$ cat src/hdl/sbce_pkg.sv
// Shared package for the 16-bit execute block: opcodes, widths and the
// front-to-back queue entry. No dependencies.
`default_nettype none
package sbce_pkg;
  localparam int unsigned RegCountDefault = 4;
  localparam int unsigned QueueDepth = 2;

  typedef enum logic [4:0] {
    OP_NOP = 5'd0, OP_HALT = 5'd1, OP_ERROR = 5'd2, OP_REGJUMP = 5'd3,
    OP_MOVE = 5'd4, OP_IMM = 5'd5, OP_IMM2 = 5'd6, OP_CALL = 5'd7,
    OP_JUMP = 5'd8, OP_LOAD = 5'd9, OP_STORE = 5'd10, OP_ADD = 5'd11,
    OP_SUB = 5'd12, OP_XOR = 5'd13, OP_AND = 5'd14, OP_OR = 5'd15,
    OP_SHL = 5'd16, OP_SHR = 5'd17, OP_ASR = 5'd18, OP_IFEQ = 5'd19,
    OP_IFNE = 5'd20, OP_IFLT = 5'd21, OP_IFGE = 5'd22, OP_IFULT = 5'd23,
    OP_IFUGE = 5'd24, OP_LDRESP = 5'd25
  } op_t;

  // classified instruction passed from front to back
  typedef struct packed {
    logic [4:0]  op;
    logic        is_ldresp;
    logic        is_known;
    logic        reg_form;
    logic [1:0]  dest_reg;
    logic [1:0]  src_reg;
    logic [12:0] immediate;
    logic [15:0] load_data;
  } instr_t;
endpackage
`default_nettype wire

$ cat src/hdl/sbce_front.sv
// Front end: accepts items, classifies the opcode, and buffers them in a
// short queue toward the execute stage. Depends on sbce_pkg.
`default_nettype none
module sbce_front
  import sbce_pkg::*;
(
  input  wire logic        clk,
  input  wire logic        rst_n,
  input  wire logic        in_valid,
  output logic             in_ready,
  input  wire logic [4:0]  in_op,
  input  wire logic        in_reg_form,
  input  wire logic [1:0]  in_dest_reg,
  input  wire logic [1:0]  in_src_reg,
  input  wire logic [12:0] in_immediate,
  input  wire logic [15:0] in_load_data,
  output logic             q_valid,
  input  wire logic        q_ready,
  output instr_t           q_data
);
  instr_t     mem_r [QueueDepth];
  logic       wp_r, rp_r;
  logic [1:0] cnt_r;
  instr_t     cls;
  logic       push, pop;

  always_comb begin
    cls.op        = in_op;
    cls.is_ldresp = (in_op == OP_LDRESP);
    cls.is_known  = (in_op <= OP_LDRESP) && (in_op != OP_ERROR);
    cls.reg_form  = in_reg_form;
    cls.dest_reg  = in_dest_reg;
    cls.src_reg   = in_src_reg;
    cls.immediate = in_immediate;
    cls.load_data = in_load_data;
  end

  assign in_ready = (cnt_r != 2'(QueueDepth));
  assign push     = in_valid && in_ready;
  assign q_valid  = (cnt_r != 2'd0);
  assign pop      = q_valid && q_ready;
  assign q_data   = mem_r[rp_r];

  always_ff @(posedge clk) begin
    if (push) begin
      mem_r[wp_r] <= cls;
    end
  end

  always_ff @(posedge clk) begin
    if (!rst_n) begin
      wp_r  <= 1'b0;
      rp_r  <= 1'b0;
      cnt_r <= 2'd0;
    end else begin
      if (push) wp_r <= ~wp_r;
      if (pop) rp_r <= ~rp_r;
      cnt_r <= cnt_r + 2'(push) - 2'(pop);
    end
  end

  a_cnt_bound: assert property (@(posedge clk) disable iff (!rst_n)
    cnt_r <= 2'(QueueDepth)) else $error("queue overflow");
  a_full_stall: assert property (@(posedge clk) disable iff (!rst_n)
    (cnt_r == 2'(QueueDepth)) |-> !in_ready) else $error("full but ready");
  a_ptr: assert property (@(posedge clk) disable iff (!rst_n)
    (cnt_r == 2'd0 || cnt_r == 2'(QueueDepth)) |-> (wp_r == rp_r))
    else $error("pointer mismatch");
endmodule
`default_nettype wire

$ cat src/hdl/sbce_back.sv
// Back end: architectural state; executes one instruction per cycle unless
// a held result stalls; results in an output register. Depends on sbce_pkg.
`default_nettype none
module sbce_back
  import sbce_pkg::*;
#(
  parameter int unsigned REG_COUNT = RegCountDefault
) (
  input  wire logic   clk,
  input  wire logic   rst_n,
  input  wire logic   q_valid,
  output logic        q_ready,
  input  instr_t      q_data,
  output logic        out_valid,
  input  wire logic   out_ready,
  output logic [15:0] out_next_pc,
  output logic        out_executed,
  output logic        out_bus_valid,
  output logic        out_bus_write,
  output logic [15:0] out_bus_address,
  output logic [15:0] out_bus_write_data,
  output logic        out_halted,
  output logic        out_errored
);
  logic [15:0] rf_r [REG_COUNT];
  logic [15:0] pc_r, pfx_r;
  logic        pfxv_r, skip_r, skip2_r, ldp_r, halt_r, err_r;
  logic [1:0]  ldt_r;
  logic        ov_r;

  logic [15:0] pc_nxt, pfx_nxt, a, b, rs_val, immop, offop, wval, ba, bd;
  logic        pfxv_nxt, skip_nxt, skip2_nxt, ldp_nxt, halt_nxt, err_nxt;
  logic [1:0]  ldt_nxt, widx;
  logic        we, exe, bv, bw, fail, adv, keep;
  logic        fire;

  function automatic logic [15:0] rd_reg(input logic [1:0] idx,
                                         input logic [15:0] v);
    return (32'(idx) < REG_COUNT) ? v : 16'd0;
  endfunction

  assign q_ready = !ov_r || out_ready;
  assign fire    = q_valid && q_ready;

  always_comb begin
    a      = 16'd0;
    rs_val = 16'd0;
    for (int i = 0; i < REG_COUNT; i++) begin
      if (32'(q_data.dest_reg) == 32'(i)) a = rf_r[i];
      if (32'(q_data.src_reg) == 32'(i)) rs_val = rf_r[i];
    end
    a      = rd_reg(q_data.dest_reg, a);
    rs_val = rd_reg(q_data.src_reg, rs_val);
    if (pfxv_r) immop = pfx_r | {12'd0, q_data.immediate[3:0]};
    else immop = {{3{q_data.immediate[12]}}, q_data.immediate};
    offop = pfxv_r ? immop : {12'd0, q_data.immediate[3:0]};
    b = q_data.reg_form ? rs_val : immop;

    pc_nxt = pc_r; pfx_nxt = pfx_r; pfxv_nxt = pfxv_r;
    skip_nxt = skip_r; skip2_nxt = skip2_r; ldp_nxt = ldp_r; ldt_nxt = ldt_r;
    halt_nxt = halt_r; err_nxt = err_r;
    we = 1'b0; widx = q_data.dest_reg; wval = b;
    exe = 1'b0; bv = 1'b0; bw = 1'b0; ba = 16'd0; bd = 16'd0;
    fail = 1'b0; adv = 1'b1; keep = 1'b0;

    if (q_data.is_ldresp) begin
      if (ldp_r) begin
        we = 1'b1; widx = ldt_r; wval = q_data.load_data;
        ldp_nxt = 1'b0; exe = 1'b1;
      end
    end else if (halt_r || err_r) begin
      // stopped: ignore
    end else if (skip_r) begin
      pc_nxt = pc_r + 16'd1;
      if (skip2_r) begin
        skip2_nxt = 1'b0; skip_nxt = 1'b0;
      end else if (q_data.op == OP_IMM) begin
        skip2_nxt = 1'b1;
      end else begin
        skip_nxt = 1'b0;
      end
    end else begin
      exe = 1'b1;
      if (!q_data.is_known) begin
        err_nxt = 1'b1; adv = 1'b0;
      end else begin
        unique case (q_data.op)
          OP_HALT:    begin halt_nxt = 1'b1; adv = 1'b0; end
          OP_REGJUMP: pc_nxt = a;
          OP_MOVE:    we = 1'b1;
          OP_IMM, OP_IMM2: begin pfx_nxt = {b[11:0], 4'd0}; keep = 1'b1; end
          OP_CALL, OP_JUMP: begin
            // call links through r0 before the jump
            if (q_data.op == OP_CALL) begin
              we = 1'b1; widx = 2'd0; wval = pc_r;
            end
            pc_nxt = q_data.reg_form ? rs_val : pc_r + immop;
            if (q_data.op == OP_CALL && q_data.reg_form && q_data.src_reg == 2'd0)
              pc_nxt = pc_r;
          end
          OP_LOAD, OP_STORE: begin
            bv = 1'b1; ba = rs_val + offop;
            if (q_data.op == OP_STORE) begin
              bw = 1'b1; bd = a;
            end else begin
              ldp_nxt = 1'b1; ldt_nxt = q_data.dest_reg;
            end
          end
          OP_ADD: begin we = 1'b1; wval = a + b; end
          OP_SUB: begin we = 1'b1; wval = a - b; end
          OP_XOR: begin we = 1'b1; wval = a ^ b; end
          OP_AND: begin we = 1'b1; wval = a & b; end
          OP_OR:  begin we = 1'b1; wval = a | b; end
          OP_SHL: begin we = 1'b1; wval = a << b[3:0]; end
          OP_SHR: begin we = 1'b1; wval = a >> b[3:0]; end
          OP_ASR: begin we = 1'b1; wval = 16'($signed(a) >>> b[3:0]); end
          OP_IFEQ:  fail = (a != b);
          OP_IFNE:  fail = (a == b);
          OP_IFLT:  fail = !($signed(a) < $signed(b));
          OP_IFGE:  fail = ($signed(a) < $signed(b));
          OP_IFULT: fail = (a >= b);
          OP_IFUGE: fail = (a < b);
          default: ;
        endcase
      end
      if (adv) begin
        if (keep) pfxv_nxt = 1'b1;
        else begin pfx_nxt = 16'd0; pfxv_nxt = 1'b0; end
        pc_nxt = pc_nxt + 16'd1;
        if (fail) begin skip_nxt = 1'b1; skip2_nxt = 1'b0; end
      end
    end
  end

  always_ff @(posedge clk) begin
    if (!rst_n) begin
      for (int i = 0; i < REG_COUNT; i++) rf_r[i] <= 16'd0;
      pc_r <= 16'd0; pfx_r <= 16'd0; pfxv_r <= 1'b0; skip_r <= 1'b0;
      skip2_r <= 1'b0; ldp_r <= 1'b0; ldt_r <= 2'd0; halt_r <= 1'b0;
      err_r <= 1'b0; ov_r <= 1'b0;
    end else begin
      if (fire) begin
        for (int i = 0; i < REG_COUNT; i++)
          if (we && 32'(widx) == 32'(i)) rf_r[i] <= wval;
        pc_r <= pc_nxt; pfx_r <= pfx_nxt; pfxv_r <= pfxv_nxt;
        skip_r <= skip_nxt; skip2_r <= skip2_nxt; ldp_r <= ldp_nxt;
        ldt_r <= ldt_nxt; halt_r <= halt_nxt; err_r <= err_nxt;
        ov_r <= 1'b1;
      end else if (out_ready) begin
        ov_r <= 1'b0;
      end
    end
  end

  always_ff @(posedge clk) begin
    if (fire) begin
      out_next_pc <= pc_nxt; out_executed <= exe; out_bus_valid <= bv;
      out_bus_write <= bw; out_bus_address <= ba; out_bus_write_data <= bd;
      out_halted <= halt_nxt; out_errored <= err_nxt;
    end
  end

  assign out_valid = ov_r;

  a_hold: assert property (@(posedge clk) disable iff (!rst_n)
    (ov_r && !out_ready) |-> !q_ready) else $error("overwrote result");
  a_skip2: assert property (@(posedge clk) disable iff (!rst_n)
    skip2_r |-> skip_r) else $error("second skip without skip");
  a_stop: assert property (@(posedge clk) disable iff (!rst_n)
    $past(halt_r) |-> halt_r) else $error("halt cleared");
endmodule
`default_nettype wire

$ cat src/hdl/sixteen_bit_cpu_execute.sv
// An accepted item is written into the queue, then executed into the output
// register. Throughput: one item per cycle while out_ready does not stall.
// Synchronous active-low reset clears registers, out_valid, queue pointers.
// Top level: front queue plus back executor. Depends on sbce_pkg.
`default_nettype none
module sixteen_bit_cpu_execute
  import sbce_pkg::*;
#(
  parameter int unsigned REG_COUNT = RegCountDefault
) (
  input  wire logic        clk,
  input  wire logic        rst_n,
  input  wire logic        in_valid,
  output logic             in_ready,
  input  wire logic [4:0]  in_op,
  input  wire logic        in_reg_form,
  input  wire logic [1:0]  in_dest_reg,
  input  wire logic [1:0]  in_src_reg,
  input  wire logic [12:0] in_immediate,
  input  wire logic [15:0] in_load_data,
  output logic             out_valid,
  input  wire logic        out_ready,
  output logic [15:0]      out_next_pc,
  output logic             out_executed,
  output logic             out_bus_valid,
  output logic             out_bus_write,
  output logic [15:0]      out_bus_address,
  output logic [15:0]      out_bus_write_data,
  output logic             out_halted,
  output logic             out_errored
);
  logic   q_valid, q_ready;
  instr_t q_data;

  sbce_front u_front (
    .clk, .rst_n, .in_valid, .in_ready, .in_op, .in_reg_form, .in_dest_reg,
    .in_src_reg, .in_immediate, .in_load_data, .q_valid, .q_ready, .q_data
  );

  sbce_back #(.REG_COUNT(REG_COUNT)) u_back (
    .clk, .rst_n, .q_valid, .q_ready, .q_data, .out_valid, .out_ready,
    .out_next_pc, .out_executed, .out_bus_valid, .out_bus_write,
    .out_bus_address, .out_bus_write_data, .out_halted, .out_errored
  );
endmodule
`default_nettype wire

$ cat config.mk
export PLATFORM = sky130hd
export DESIGN_NAME = sixteen_bit_cpu_execute
export DESIGN_NICKNAME = d
export VERILOG_FILES = /design/src/hdl/sbce_pkg.sv /design/src/hdl/sbce_front.sv /design/src/hdl/sbce_back.sv /design/src/hdl/sixteen_bit_cpu_execute.sv
export SDC_FILE = /design/constraint.sdc
export NUM_CORES = 1
export LEC_CHECK = 0
export BUFFER_PORTS_ARGS = -buffer_cell sky130_fd_sc_hd__buf_2
export CELL_PAD_IN_SITES_DETAIL_PLACEMENT = 2
export CELL_PAD_IN_SITES_GLOBAL_PLACEMENT = 2
export CORE_ASPECT_RATIO = 0.6
export CORE_MARGIN = 5
export CORE_UTILIZATION = 40
export DETAILED_ROUTE_END_ITERATION = 10
export PLACE_DENSITY_LB_ADDON = 0.25
export SLEW_MARGIN = 30
export SYNTH_ARGS = -nofsm -noshare
export SYNTH_HDL_FRONTEND = slang
export SYNTH_HIERARCHICAL = 1
export SYNTH_SLANG_ARGS = --single-unit
$ cat constraint.sdc
create_clock -name clk -period 6.9 [get_ports clk]
set_clock_uncertainty 0.15 [all_clocks]
set_input_delay 0.345 -clock clk [delete_from_list [all_inputs] [get_ports clk]]
set_output_delay 0.345 -clock clk [all_outputs]
set_load 0.02 [all_outputs]
==> results by group <==
Clocking
  – Post-CTS setup buffers: 0
  – Post-CTS Resized: 0
  – Clock net sink count: about 250
  – Number of buffers added by the clock tree synthesis step: 26
  – Hold buffer count at cts: 39
  – Maximum clock insertion buffer count: 3
  – Later-pin clock latency in the skew report: 0.57 ns
  – CTS HTree Levels: 1
  – Clock edge transition at the registers on the reported setup and hold paths: around 0.07 ns
  – TritonCTS clock tree: yes
  – Clock Root Buffer: sky130_fd_sc_hd__clkbuf_16

Finish
  – Most common cell after layout, fill and taps aside: sky130_fd_sc_hd__nor2_1
  – Layout cells sized above 1: 0.1583
  – Register Area: 0.006898 mm^2
  – Layout fillers: 4,605
  – Layout-stage area growth over the synthesis result: 13.38%
  – Area of the multi-input gates: between 0.01 and 0.015 mm^2
  – Number of diodes added for antenna fixing: 0
  – Post-layout nets: 2,111
  – Commonest non-fill, non-tap cells in the layout: sky130_fd_sc_hd__nor2_1 (210), sky130_fd_sc_hd__edfxtp_1 (199), sky130_fd_sc_hd__nand2_1 (164), sky130_fd_sc_hd__a21oi_1 (127), sky130_fd_sc_hd__o21ai_0 (112)

Placed design
  – I/O Buffers: 97
  – Final weighted congestion in routability-driven placement: 0.9825
  – Worst setup slack before clock tree synthesis: roughly 1.1 ns
  – Post-DP HPWL: between 60 and 70 mm

Floorplanning
  – Chip height: 173.4 um
  – Initial standard-cell utilization of the core: 0.4080
  – Die Outline Area: 0.04895 mm^2
  – IO Pins: 98
  – Die span in x: 282.3 um
  – Placeable core region: roughly 0.044 mm^2
  – # rows: 59

Timing
  – Relative slew margins: 0.3057
  – Time the final worst path needs with I/O delays and setup: 5.999 ns
  – Total negative setup slack: 0 ns
  – Transition time at the pin with the least slew margin: 1.039 ns
  – Final setup fails: 0
  – Achievable Freq: 166.7 MHz
  – Post-route clock period utilization: 0.8694
  – Setup repair after global routing missed its margin: false
  – Number of max-slew violations in the final report: 0
  – Final number of hold-violating endpoints: 0
  – Post-layout worst setup margin: 0.9014 ns

Min path
  – Worst Hold Class: in -> reg

Worst setup path
  – Endpoint type of the worst setup path: register
  – Data arrival, critical path: 6.12 ns
  – Worst R2R Setup Slack: 0.90 ns
  – Critical path data required time: 7.02 ns
  – Crit path max fanout: 31
  – Type of origin of the critical path: register
  – Critical path class: reg -> reg

Routing
  – Post-detailed-route wirelength per cell: 33.16 um
  – Number of nets with antenna violations after routing: 0
  – Number of design rule violations left after detail routing: 0
  – First-pass detailed-route iteration total: 6
  – Wirelength, routed: roughly 85 mm
  – Detailed router's first-iteration violation count: 2,226
  – Count of vias placed by the detailed router: 17,211
  – Detail-routed via count per cell: about 6.7

Status
  – Outcome: completed

Yosys
  – Mapped Nets: 2,034
  – FFs w/ async S/R, synth: 0
  – Synth warnings: 6
  – Sequential element share of the synthesized area: 0.3875
  – Flop and latch count out of synthesis: 245
  – Mapped Avg Cell Area: ~9.4 um^2
  – Most used flip-flop cell after synthesis: sky130_fd_sc_hd__edfxtp_1
  – Library cells used by synthesis: 86
  – Number of synthesized flops with an enable pin: 199
  – Post-synthesis cell area: about 0.018 mm^2
  – Synthesized instance count: 1,900

Global route
  – Global route overflow: 0
  – Via count of the first global-routing pass: 17,828
  – Antenna violations before repair: 6
  – GRT Total Usage: 0.3369
  – First-pass GRT wire length: between 100 and 150 mm
  – Maximum number of pins on one net before global-route repair: 42

Job
  – Max Cap Viol: 0

Pwr
  – P_leak: 7.751 nW
  – Max VDD drop: around 0.2 mV
  – Power density over the cells: 497.3 mW/mm^2
## cell type report
cell class                 instances  share of cell area
clock buffer                      38             0.03801
clock inverter                     9            0.005270
inverter                          70             0.01302
multi-input combinational       1457              0.5073
sequential                       245              0.3418
tap                              579             0.03590
timing repair buffer             177             0.05865
## metal layers
metal | vias up | routed length, um | global-route usage | share of wire
li1 | 7233 | - | - | -
met1 | 8782 | 35490 | 0.4643 | 0.42
met2 | 985 | 37020 | 0.5106 | 0.43
met3 | 203 | 9530 | 0.1055 | 0.11
met4 | 8 | 3198 | 0.09838 | 0.037
met5 | - | 162 | 0.01677 | 0.0019
## logic make-up after synthesis
group                      count (synthesis)  share of synthesized area
and+or+nand+nor                          648                     0.1743
muxes                                    151                     0.1134
buffers and inverters                    198                    0.04366
xor gates and xnor gates                  52                    0.02559
AOI/OAI and AO/OA                        515                     0.1899
DFF                                      245                     0.3875
adders and majority gates                 91                    0.06566
## through the flow
| stage | cells | area (um^2) | power [mW] | utilization | hold slack (ns) |
|---|---|---|---|---|---|
| detailed placement | 2489 | 18900 | 8.211 | 0.4332 | 0.3098 |
| global route | 2575 | 20180 | 10.38 | 0.4626 | 0.09041 |
| finish | 2575 | 20180 | 10.04 | 0.4626 | 0.05778 |
| global placement | 2489 | 18890 | 7.948 | 0.4330 | 0.2989 |
| floorplan | 1900 | 17800 | 5.920 | - | 0.2864 |
| CTS | 2575 | 20160 | 9.764 | 0.4622 | 0.03459 |
## flip-flops by register name, summed over array words and instances (netlist names), 2 cells and up, named ones only
register	cells
u_back/rf_r	64
u_back/ldt_r	2
u_back/pc_r	16
u_back/out_next_pc	16
u_front/mem_r	82
u_back/out_bus_write_data	16
u_back/pfx_r	16
u_front/cnt_r	2
u_back/out_bus_address	16
## final timing paths
check | from | endpoint | cells after the start
min | in_valid | u_front/wp_r | 3
max | register | u_back/rf_r[0][11] | 15
min reg2reg | u_back/pfx_r[12] | u_back/pfx_r[12] | 2
max reg2reg | register | u_back/rf_r[0][11] | 15
## power breakdown
part / total, mW / internal (mW) / switching (mW)
clock network: 1.49 / 0.846 / 0.643
registers: 2.18 / 1.93 / 0.243
logic: 6.37 / 1.96 / 4.41
## Yosys cell counts (all sizes together), types with 9 or more instances
cell | number | area (um^2)
nor2 | 212 | 795.8
nand2 | 164 | 615.6
clkbuf | 104 | 390.4
and3 | 27 | 168.9
mux4 | 35 | 788.3
o311ai | 10 | 87.59
a221oi | 11 | 96.34
nor3 | 35 | 175.2
and2 | 45 | 281.5
a21oi | 129 | 660.6
a211oi | 23 | 172.7
nand2b | 19 | 118.9
a31oi | 23 | 143.9
o21ai | 117 | 585.6
o21a | 11 | 82.58
nand4 | 17 | 121.4
or3 | 10 | 62.56
inv | 68 | 255.2
ha | 87 | 1089
o21bai | 10 | 75.07
a22oi | 24 | 180.2
mux2i | 61 | 610.6
o2111ai | 10 | 87.58
o31ai | 9 | 67.56
nor4 | 15 | 108.9
a21o | 23 | 172.7
nor2b | 23 | 143.9
o22ai | 13 | 81.33
or2 | 10 | 62.56
o211ai | 27 | 202.7
xnor2 | 34 | 297.8
nand3 | 46 | 230.2
mux2 | 55 | 619.3
dfxtp | 46 | 920.9
buf | 24 | 123.9
edfxtp | 199 | 5976
xor2 | 18 | 157.7
## worst max-delay path, cell delays in order (launching register included)
cell,delay (ns)
sky130_fd_sc_hd__dfxtp_2,0.41
sky130_fd_sc_hd__mux2_2,0.60
sky130_fd_sc_hd__inv_2,0.68
sky130_fd_sc_hd__mux2i_4,0.38
sky130_fd_sc_hd__buf_4,0.42
sky130_fd_sc_hd__ha_1,0.35
sky130_fd_sc_hd__nand2b_1,0.16
sky130_fd_sc_hd__a21oi_1,0.36
sky130_fd_sc_hd__o21ai_0,0.18
sky130_fd_sc_hd__a31oi_1,0.39
sky130_fd_sc_hd__o211ai_1,0.33
sky130_fd_sc_hd__and3_1,0.27
sky130_fd_sc_hd__o22ai_1,0.24
sky130_fd_sc_hd__o2111ai_1,0.26
sky130_fd_sc_hd__a22oi_1,0.35
sky130_fd_sc_hd__nor2_1,0.14
No activity file was read; power rests on OpenSTA's default activity.
